## config.mk

```make
export PLATFORM = sky130hd
export DESIGN_NAME = dda_styled_line_rasterizer
export DESIGN_NICKNAME = d
export VERILOG_FILES = /design/src/rtl/dsl_pkg.sv /design/src/rtl/dsl_div.sv /design/src/rtl/dsl_dp.sv /design/src/rtl/dsl_ctrl.sv /design/src/rtl/dda_styled_line_rasterizer.sv
export SDC_FILE = /design/constraint.sdc
export NUM_CORES = 1
export LEC_CHECK = 0
export BUFFER_PORTS_ARGS = -buffer_cell sky130_fd_sc_hd__buf_2
export CAP_MARGIN = 20
export CORE_MARGIN = 2
export CORE_UTILIZATION = 55
export DETAILED_ROUTE_END_ITERATION = 7
export PLACE_DENSITY_LB_ADDON = 0.12
export REMOVE_ABC_BUFFERS = 1
export SLEW_MARGIN = 10
export SYNTH_ARGS = -nofsm -noshare
export SYNTH_HDL_FRONTEND = slang
export SYNTH_HIERARCHICAL = 1
export SYNTH_SLANG_ARGS = --single-unit
```

## constraint.sdc

```tcl
create_clock -name clk_i -period 7.5 [get_ports clk_i]
set_clock_uncertainty 0.15 [all_clocks]
set_input_delay 1.5 -clock clk_i [delete_from_list [all_inputs] [get_ports clk_i]]
set_output_delay 1.5 -clock clk_i [all_outputs]
set_load 0.02 [all_outputs]
```

## src/rtl/dsl_pkg.sv

```systemverilog
// Shared types, constants and the line style decode for the styled line rasterizer.
// No dependencies.
package dsl_pkg;

  localparam int DSL_COORD_BITS = 10;
  localparam int DSL_FRAC_BITS  = 16;

  localparam int PHASE_BITS  = 4;
  localparam int PATTERN_LEN = 9;

  localparam logic [1:0] STYLE_SOLID    = 2'd0;
  localparam logic [1:0] STYLE_DOTTED   = 2'd1;
  localparam logic [1:0] STYLE_DASHED   = 2'd2;
  localparam logic [1:0] STYLE_DASH_DOT = 2'd3;

  localparam logic MODE_LOAD = 1'b0;
  localparam logic MODE_STEP = 1'b1;

  typedef struct packed {
    logic load;
    logic div_en;
    logic step;
  } dsl_cmd_t;

  typedef struct packed {
    logic len_zero;
    logic div_last;
    logic active;
  } dsl_sts_t;

  function automatic logic style_plots(input logic [1:0] style,
                                       input logic [PHASE_BITS-1:0] phase,
                                       input logic odd);
    logic p;
    begin
      case (style)
        STYLE_SOLID:    p = 1'b1;
        STYLE_DOTTED:   p = odd;
        STYLE_DASHED:   p = (phase <= PHASE_BITS'(4));
        STYLE_DASH_DOT: p = ((phase >= PHASE_BITS'(2)) && (phase <= PHASE_BITS'(6)))
                            || (phase == PHASE_BITS'(8));
        default:        p = 1'b1;
      endcase
      return p;
    end
  endfunction

endpackage

```

## src/rtl/dsl_div.sv

```systemverilog
// Restoring radix-2 divider, one quotient bit per cycle: (mag << FRAC_BITS) / len.
// Requires mag <= len. Quotient bits advance only while en_i is high. Depends on dsl_pkg.
module dsl_div #(
  parameter int COORD_BITS = dsl_pkg::DSL_COORD_BITS,
  parameter int FRAC_BITS  = dsl_pkg::DSL_FRAC_BITS
) (
  input  logic                  clk_i,
  input  logic                  load_i,
  input  logic                  en_i,
  input  logic [COORD_BITS-1:0] mag_i,
  input  logic [COORD_BITS-1:0] len_i,
  output logic [FRAC_BITS:0]    quo_o
);
  import dsl_pkg::*;

  logic [COORD_BITS:0]   rem_q, rem_d;
  logic [FRAC_BITS:0]    quo_q, quo_d;
  logic [COORD_BITS+1:0] diff;
  logic                  ge;
  logic [COORD_BITS:0]   kept;

  always_comb begin
    diff = {1'b0, rem_q} - {2'b00, len_i};
    ge   = ~diff[COORD_BITS+1];
    kept = ge ? diff[COORD_BITS:0] : rem_q;
    rem_d = rem_q;
    quo_d = quo_q;
    if (load_i) begin
      rem_d = {1'b0, mag_i};
    end else if (en_i) begin
      rem_d = {kept[COORD_BITS-1:0], 1'b0};
      quo_d = {quo_q[FRAC_BITS-1:0], ge};
    end
  end

  always_ff @(posedge clk_i) begin
    rem_q <= rem_d;
    quo_q <= quo_d;
  end

  assign quo_o = quo_q;

endmodule

```

## src/rtl/dsl_dp.sv

```systemverilog
// Datapath: setup of length and deltas, two increment dividers, position
// accumulators, style phase and the output payload register. Depends on dsl_pkg, dsl_div.
module dsl_dp #(
  parameter int COORD_BITS = dsl_pkg::DSL_COORD_BITS,
  parameter int FRAC_BITS  = dsl_pkg::DSL_FRAC_BITS
) (
  input  logic                  clk_i,
  input  logic                  rst_ni,
  input  dsl_pkg::dsl_cmd_t     cmd_i,
  output dsl_pkg::dsl_sts_t     sts_o,
  input  logic [COORD_BITS-1:0] start_x_i,
  input  logic [COORD_BITS-1:0] start_y_i,
  input  logic [COORD_BITS-1:0] end_x_i,
  input  logic [COORD_BITS-1:0] end_y_i,
  input  logic [1:0]            line_style_i,
  output logic [COORD_BITS-1:0] pixel_x_o,
  output logic [COORD_BITS-1:0] pixel_y_o,
  output logic                  plot_o,
  output logic                  last_o
);
  import dsl_pkg::*;

  localparam int POS_BITS = COORD_BITS + FRAC_BITS + 1;
  localparam int CNT_W    = $clog2(FRAC_BITS + 1);
  localparam int EXT_W    = POS_BITS - FRAC_BITS - 1;

  logic [COORD_BITS-1:0] adx, ady, len;
  logic                  negx, negy;

  logic [COORD_BITS-1:0] len_q, steps_q, steps_d;
  logic [CNT_W-1:0]      cnt_q, cnt_d;
  logic                  negx_q, negy_q;
  logic [POS_BITS-1:0]   pos_x_q, pos_x_d, pos_y_q, pos_y_d;
  logic [POS_BITS-1:0]   add_x, add_y;
  logic                  odd_q, odd_d;
  logic [PHASE_BITS-1:0] phase_q, phase_d;
  logic [1:0]            style_q;
  logic [FRAC_BITS:0]    quo_x, quo_y;

  logic [COORD_BITS-1:0] pixel_x_q, pixel_y_q;
  logic                  plot_q, last_q;

  always_comb begin
    negx = end_x_i < start_x_i;
    negy = end_y_i < start_y_i;
    adx  = negx ? start_x_i - end_x_i : end_x_i - start_x_i;
    ady  = negy ? start_y_i - end_y_i : end_y_i - start_y_i;
    len  = (adx > ady) ? adx : ady;
  end

  dsl_div #(.COORD_BITS(COORD_BITS), .FRAC_BITS(FRAC_BITS)) u_div_x (
    .clk_i  (clk_i),
    .load_i (cmd_i.load),
    .en_i   (cmd_i.div_en),
    .mag_i  (adx),
    .len_i  (len_q),
    .quo_o  (quo_x)
  );

  dsl_div #(.COORD_BITS(COORD_BITS), .FRAC_BITS(FRAC_BITS)) u_div_y (
    .clk_i  (clk_i),
    .load_i (cmd_i.load),
    .en_i   (cmd_i.div_en),
    .mag_i  (ady),
    .len_i  (len_q),
    .quo_o  (quo_y)
  );

  // signed increment applied as add of the one's complement plus carry-in
  assign add_x = negx_q ? ~{{EXT_W{1'b0}}, quo_x} : {{EXT_W{1'b0}}, quo_x};
  assign add_y = negy_q ? ~{{EXT_W{1'b0}}, quo_y} : {{EXT_W{1'b0}}, quo_y};

  always_comb begin
    steps_d = steps_q;
    cnt_d   = cnt_q;
    pos_x_d = pos_x_q;
    pos_y_d = pos_y_q;
    odd_d   = odd_q;
    phase_d = phase_q;
    if (cmd_i.load) begin
      steps_d = len;
      cnt_d   = CNT_W'(FRAC_BITS);
      pos_x_d = {1'b0, start_x_i, 1'b1, {(FRAC_BITS-1){1'b0}}};
      pos_y_d = {1'b0, start_y_i, 1'b1, {(FRAC_BITS-1){1'b0}}};
      odd_d   = 1'b0;
      phase_d = '0;
    end else begin
      if (cmd_i.div_en) begin
        cnt_d = cnt_q - CNT_W'(1);
      end
      if (cmd_i.step) begin
        steps_d = steps_q - COORD_BITS'(1);
        pos_x_d = pos_x_q + add_x + POS_BITS'(negx_q);
        pos_y_d = pos_y_q + add_y + POS_BITS'(negy_q);
        odd_d   = ~odd_q;
        phase_d = (phase_q == PHASE_BITS'(PATTERN_LEN - 1)) ? '0 : phase_q + PHASE_BITS'(1);
      end
    end
  end

  always_ff @(posedge clk_i or negedge rst_ni) begin
    if (!rst_ni) begin
      steps_q <= '0;
      cnt_q   <= '0;
      odd_q   <= 1'b0;
      phase_q <= '0;
      style_q <= STYLE_SOLID;
    end else begin
      steps_q <= steps_d;
      cnt_q   <= cnt_d;
      odd_q   <= odd_d;
      phase_q <= phase_d;
      if (cmd_i.load) begin
        style_q <= line_style_i;
      end
    end
  end

  always_ff @(posedge clk_i) begin
    pos_x_q <= pos_x_d;
    pos_y_q <= pos_y_d;
    if (cmd_i.load) begin
      len_q  <= len;
      negx_q <= negx;
      negy_q <= negy;
    end
    if (cmd_i.step) begin
      pixel_x_q <= pos_x_q[FRAC_BITS +: COORD_BITS];
      pixel_y_q <= pos_y_q[FRAC_BITS +: COORD_BITS];
      plot_q    <= style_plots(style_q, phase_q, odd_q);
      last_q    <= (steps_q == COORD_BITS'(1));
    end
  end

  assign sts_o.len_zero = (len == '0);
  assign sts_o.div_last = (cnt_q == '0);
  assign sts_o.active   = (steps_q != '0);

  assign pixel_x_o = pixel_x_q;
  assign pixel_y_o = pixel_y_q;
  assign plot_o    = plot_q;
  assign last_o    = last_q;

endmodule

```

## src/rtl/dsl_ctrl.sv

```systemverilog
// Controller: input/output handshake, load and step decode, divide sequencing.
// Depends on dsl_pkg.
module dsl_ctrl (
  input  logic              clk_i,
  input  logic              rst_ni,
  input  logic              in_valid_i,
  output logic              in_stall_o,
  input  logic              mode_i,
  output logic              out_valid_o,
  input  logic              out_stall_i,
  input  dsl_pkg::dsl_sts_t sts_i,
  output dsl_pkg::dsl_cmd_t cmd_o,
  output logic              busy_o
);
  import dsl_pkg::*;

  localparam logic ST_IDLE = 1'b0;
  localparam logic ST_DIV  = 1'b1;

  logic state_q, state_d;
  logic out_valid_q, out_valid_d;
  logic out_hold, accept;

  always_comb begin
    out_hold     = out_valid_q & out_stall_i;
    in_stall_o   = (state_q == ST_DIV) | out_hold;
    accept       = in_valid_i & ~in_stall_o;
    cmd_o.load   = accept & (mode_i == MODE_LOAD);
    cmd_o.step   = accept & (mode_i == MODE_STEP) & sts_i.active;
    cmd_o.div_en = (state_q == ST_DIV);
    out_valid_d  = cmd_o.step | out_hold;
    state_d      = state_q;
    case (state_q)
      ST_IDLE: begin
        if (cmd_o.load && !sts_i.len_zero) begin
          state_d = ST_DIV;
        end
      end
      ST_DIV: begin
        if (sts_i.div_last) begin
          state_d = ST_IDLE;
        end
      end
      default: state_d = ST_IDLE;
    endcase
  end

  always_ff @(posedge clk_i or negedge rst_ni) begin
    if (!rst_ni) begin
      state_q     <= ST_IDLE;
      out_valid_q <= 1'b0;
    end else begin
      state_q     <= state_d;
      out_valid_q <= out_valid_d;
    end
  end

  assign out_valid_o = out_valid_q;
  assign busy_o      = (state_q == ST_DIV);

endmodule

```

## src/rtl/dda_styled_line_rasterizer.sv

```systemverilog
// DDA line rasterizer with solid, dotted, dashed and dash-dot styles.
// Load item: after accept, serial division (one quotient bit per cycle in both
// axis dividers) runs with in_stall_o high; a zero-length line skips the division.
// Step item: registered the cycle after accept; one pixel per cycle unless stalled.
// Reset (rst_ni low, async) leaves no line active and the output register empty.
module dda_styled_line_rasterizer #(
  parameter int COORD_BITS = dsl_pkg::DSL_COORD_BITS,
  parameter int FRAC_BITS  = dsl_pkg::DSL_FRAC_BITS
) (
  input  logic                  clk_i,
  input  logic                  rst_ni,
  input  logic                  in_valid_i,
  output logic                  in_stall_o,
  input  logic                  mode_i,
  input  logic [COORD_BITS-1:0] start_x_i,
  input  logic [COORD_BITS-1:0] start_y_i,
  input  logic [COORD_BITS-1:0] end_x_i,
  input  logic [COORD_BITS-1:0] end_y_i,
  input  logic [1:0]            line_style_i,
  output logic                  out_valid_o,
  input  logic                  out_stall_i,
  output logic [COORD_BITS-1:0] pixel_x_o,
  output logic [COORD_BITS-1:0] pixel_y_o,
  output logic                  plot_o,
  output logic                  last_o
);
  import dsl_pkg::*;

  dsl_cmd_t cmd;
  dsl_sts_t sts;
  logic     busy;

  dsl_ctrl u_ctrl (
    .clk_i       (clk_i),
    .rst_ni      (rst_ni),
    .in_valid_i  (in_valid_i),
    .in_stall_o  (in_stall_o),
    .mode_i      (mode_i),
    .out_valid_o (out_valid_o),
    .out_stall_i (out_stall_i),
    .sts_i       (sts),
    .cmd_o       (cmd),
    .busy_o      (busy)
  );

  dsl_dp #(.COORD_BITS(COORD_BITS), .FRAC_BITS(FRAC_BITS)) u_dp (
    .clk_i        (clk_i),
    .rst_ni       (rst_ni),
    .cmd_i        (cmd),
    .sts_o        (sts),
    .start_x_i    (start_x_i),
    .start_y_i    (start_y_i),
    .end_x_i      (end_x_i),
    .end_y_i      (end_y_i),
    .line_style_i (line_style_i),
    .pixel_x_o    (pixel_x_o),
    .pixel_y_o    (pixel_y_o),
    .plot_o       (plot_o),
    .last_o       (last_o)
  );

  a_div_stalls: assert property (@(posedge clk_i) disable iff (!rst_ni)
    busy |-> in_stall_o)
    else $error("item accepted during divide");

  a_step_active: assert property (@(posedge clk_i) disable iff (!rst_ni)
    cmd.step |-> sts.active && !busy)
    else $error("step issued with no line active");

  a_step_shows: assert property (@(posedge clk_i) disable iff (!rst_ni)
    cmd.step |=> out_valid_o)
    else $error("step result not presented");

  a_load_divides: assert property (@(posedge clk_i) disable iff (!rst_ni)
    cmd.load && !sts.len_zero |=> busy)
    else $error("nonzero line load did not start divide");

endmodule
```

# [After elaboration in Yosys (flattened, before gate mapping)]
# Cells that the tools add are included.
[totals] ff_bits=168 latchBits=0 mem_bits_rw=0 rom_bits=0 inputBits=47 out_inout_bits=24 wordCells=103 n_memories=0
[classes] add_sub_neg=13 mul=0 n_div=0 n_lt_le_gt_ge=6 n_eq_ne=5 shifts=0 muxes=28 n_bitwise=16 reduce_logical=11
[ops] op="two-way mux 10 bit" n=11
[ops] op="two-way mux 26 bit" n=4
[ops] op="adder 27 x 1 -> 27 bit" n=2
[ops] op="adder 27 bit" n=2
[ops] op="two-way mux 27 bit" n=2
[ops] op="inverter 17 -> 27 bit" n=2
[ops] op="subtractor 10 bit" n=4
[ops] op="subtractor 11 x 10 -> 12 bit" n=2
[ops] op="less-than comparator 10 bit" n=2
[ops] op="two-way mux 4 bit" n=3
[ops] op="equality test 10 x 1 -> 1 bit (second input constant)" n=1
[ops] op="greater-than comparator 10 bit" n=1
[ops] op="logical NOT 10 bit" n=1
[ops] op="two-way mux 5 bit" n=2
[ops] op="nonzero test 10 bit" n=1
[ops] op="subtractor 10 x 1 -> 10 bit (second input constant)" n=1
[ops] op="<= comparator 4 x 3 -> 1 bit (second input constant)" n=2
[ops] op="inverter 1 bit" n=7
[ops] op="AND 1 bit" n=5
[ops] op="logical NOT 5 bit" n=1
[ops] op="subtractor 5 x 1 -> 5 bit (second input constant)" n=1
[ops] op="adder 4 x 1 -> 4 bit (second input constant)" n=1
[ops] op="equality test 2 bit (second input constant)" n=2
[ops] op="equality test 4 bit (second input constant)" n=1
[ops] op="other kinds (12)" n=18

# [Logic depth before layout (Yosys ltp)]
[logic_depth] word_depth=9 mapped_depth=24 mapped_depth_nobuf=24

# [Hierarchy]
# Netlist, hierarchy kept.
[by_module_without_submodules] module="dsl_dp" instances=1 cells_each=1021 area_per_inst_um2=9120.0 seq_area_each_um2=2812.7
[by_module_without_submodules] module="dsl_div" instances=2 cells_each=128 area_per_inst_um2=1512.7 seq_area_each_um2=830.8
[by_module_without_submodules] module="dsl_ctrl" instances=1 cells_each=13 area_per_inst_um2=122.6 seq_area_each_um2=50.0

# [Worst setup path after synthesis]
# Ideal clock, no wire load.
[synth_timing] kind="input to register" startpoint="input port end_y_i[0]" endpoint="register u_ctrl.state_q, in the netlist u_ctrl/busy_o" setup_time_ns=0.131 t_arrival_ns=6.206 required_time_ns=7.219 setup_slack_ns=1.012 cell_stages=24 n_path_buf=1 cell_sequence="inv_1 -> ha_1 -> inv_1 -> fa_1 -> a211oi_2 -> o211ai_2 -> a41oi_4 -> buf_2 -> o21ai_0 -> a221oi_1 -> xnor2_1 -> inv_1 -> ha_1 -> nand3_1 -> nor3_1 -> a221oi_1 -> a21oi_1 -> nand2_1 -> o221a_2 -> or3_1 -> a2111o_1 -> nor4_2 -> a211o_1 -> o22ai_2"
[synth_lines] element="start, declared" line="dda_styled_line_rasterizer.sv:18" rtl="input logic [COORD_BITS-1:0] end_y_i,"
[synth_lines] element="end signal, assigned" line="dsl_ctrl.sv:53" rtl="state_q <= state_d;"
[synth_lines] element="end, declared" line="dsl_ctrl.sv:20" rtl="logic state_q, state_d;"

==> metrics.yaml <==
outcome: "completed"
die_h_um: 153
path_max_fanout: 10
slowest_stage: "a21oi_1"
clockBufferDepth: 2
drt_iter0_drc: 539
cp_slowest_stage_delay_ps: 530
insertion_delay_ps: 440
synth_seq_cells: 166
netlist_instances: 1290
crit_top_cell: "a21oi_1"
routed_wl_mm: 29.1
holdWs_ps: 317
start_util_pct: 56.0
synthFlopType: "edfxtp_1"
cap_viol_max_count: 0
port_buffers: 70
design.core.area_um2: 21900
place_congestion: 0.940
track_usage_pct: 24.9
grt_max_degree: 52
num_vias: 9763
rows: 54
grt_setup_unrepaired: "no"
sequentialPowerShare_pct: 30.7
start_kind: "primary input"
dpl.hpwl_mm: 21.6
p_sw_w: 0.00238
power_frac_comb_pct: 54.0
fp.dieArea_um2: 23500
setup_violations: 0
synth.avg_cell_area_um2: 9.51
final_antenna_net_count: 0
layout-drive-gt1-share_pct: 11.7
ys.warnings.count: 6
drt_pass1_iterations: 5
antennaDiodeCount: 0
fin_area_um2: 13500
cts_setup_buffers: 0
clockPowerShare_pct: 15.3
area_growth_pct: 10.2
hp-class: "flip-flop to flip-flop"
finalHoldViolCount: 0
wl_per_cell_um: 17.6
power_per_cell_area_nw_per_um2: 410
first_global_vias: 9183
final_cell_mix: "ha_1, inv_1, edfxtp_1"
utilization_pct: 61.7
ys_types: 83
multi_input_area_um2: 7170
hold_buffers: 0
tritoncts: "done"
vias_per_cell: 5.91
seq_area_um2: 4520
dp_cells: 1621
htree_levels: 4
internal_power_w: 0.00317
clk_pin_slew_worst_paths_ps: 70
yosysSeqAreaShare_pct: 36.9
finish.net_count: 1537
slew_violations: 0
ios: 71
dpl_cell_area_um2: 12900
grt_pass1_wl_mm: 47.2
synth_area_um2: 12300
slew-limit-headroom_pct: 29.9
leakagePower_nw: 5.84
fillers: 1939
path_class: "primary input to flip-flop"
dieWidth_um: 153
cts-resized-gates: 0
max_freq_ghz: 0.148
synth-edff-count: 108
cp.required_ps: 7650
drc: 0
dp_slack_ps: 392
instances_no_fill: 1653
cts.sinks: 166
worst_pin_slew_ps: 1040
netSwitchingFraction_pct: 42.9
cp-end-kind: "flip-flop"
final_common_cell: "ha_1"
post-route-period-util_pct: 90.0
clock-root-buffer: "clkbuf_16"
cts_made_buffers: 17
antenna_found_initial: 0
peakVddDrop_uv: 222
arrival_ps: 6900
gr-total-overflow: 0
setup_ws_ps: 749
synthArstFlopShare_pct: 14.5
min_period_ps: 6750
-- path summary, 6_finish.rpt --
path,start,endpoint,slack [ps],cells after the start
min in group asynchronous,rst_ni,u_dp/cnt_q[1],890,1
max reg2reg,u_dp/negy_q,u_dp/pos_y_q[25],3640,11
min,u_dp/pos_y_q[19],u_dp/pixel_y_o[3],320,0
min reg2reg,u_dp/pos_y_q[19],u_dp/pixel_y_o[3],320,0
max,end_x_i[0],u_ctrl/busy_o,750,25
max in group asynchronous,rst_ni,u_dp/steps_q[0],5950,1
-- registers in the layout (all words and copies together) (netlist names), 2 cells and up --
name / flops
u_dp/pixel_y_o: 10
u_dp/pixel_x_o: 10
u_dp/len_q: 10
u_dp/u_div_y/rem_q: 11
u_dp/u_div_x/rem_q: 11
u_dp/u_div_x/quo_o: 17
u_dp/pos_x_q: 26
u_dp/cnt_q: 5
u_dp/u_div_y/quo_o: 17
u_dp/style_q: 2
u_dp/phase_q: 4
u_dp/steps_q: 10
u_dp/pos_y_q: 26
-- worst max-delay path: cells and delay by family --
family	cells	cell delay (ps)
buf+inv	3	210
xor+xnor	1	160
fa+ha+maj	3	890
compound gates	11	2820
simple gates	6	1160
mux	1	170
-- kinds of logic after synthesis --
group / Yosys count / synth area share [%]
buffers and inverters: 151 / 4.83
AO/OA/AOI/OAI: 348 / 19.3
AND/OR/NAND/NOR: 338 / 13.3
multiplexers: 44 / 3.80
flip-flops: 166 / 36.9
adder cells (fa/ha/maj): 130 / 13.7
XOR/XNOR: 113 / 8.07
-- cells in the mapped netlist (all sizes together) (29+ instances only) --
| library cell | n | share of area (%) |
|---|---|---|
| ha | 122 | 12 |
| xnor2 | 49 | 3.5 |
| inv | 117 | 3.6 |
| nor2 | 106 | 3.4 |
| o21ai | 77 | 3.1 |
| edfxtp | 108 | 26 |
| mux2i | 29 | 2.4 |
| a21oi | 84 | 3.5 |
| xor2 | 64 | 4.6 |
| dfxtp | 34 | 5.5 |
| a21o | 38 | 2.3 |
| nand2 | 82 | 2.5 |
-- power groups by stage --
| stage | Clock [W] | Combinational (W) | Sequential, W |
|---|---|---|---|
| after floorplan | 0 | 0.00233 | 0.00166 |
| after global placement | 0 | 0.00290 | 0.00171 |
| after detailed placement | 0 | 0.00295 | 0.00172 |
| after CTS | 0.000864 | 0.00297 | 0.00170 |
| after global routing | 0.000907 | 0.00335 | 0.00174 |
| final | 0.000848 | 0.00299 | 0.00170 |
-- stage by stage --
stage          TNS [ps]  total power [W]
3_5_place_dp          0          0.00466
3_3_place_gp          0          0.00461
4_1_cts               0          0.00554
2_1_floorplan     -21.1          0.00399
5_1_grt               0          0.00600
6_report              0          0.00554
-- per-layer routing --
layer / GRT usage [%] / up-vias / routed length [um]
met5: 0 / - / 0
met4: 5.20 / 0 / 305
met3: 4.03 / 27 / 1430
met2: 39.4 / 233 / 13200
met1: 36.3 / 4659 / 14200
li1: - / 4844 / -
-- layout make-up --
| class | instances | share of cell area (%) |
|---|---|---|
| Tap cell | 280 | 2.59 |
| Clock inverter | 14 | 1.05 |
| Sequential cell | 166 | 33.5 |
| Inverter | 117 | 3.25 |
| Timing Repair Buffer | 85 | 3.42 |
| Clock buffer | 18 | 3.18 |
| Multi-Input combinational cell | 973 | 53.0 |
Note: power is estimated with default switching activity, not from simulation.
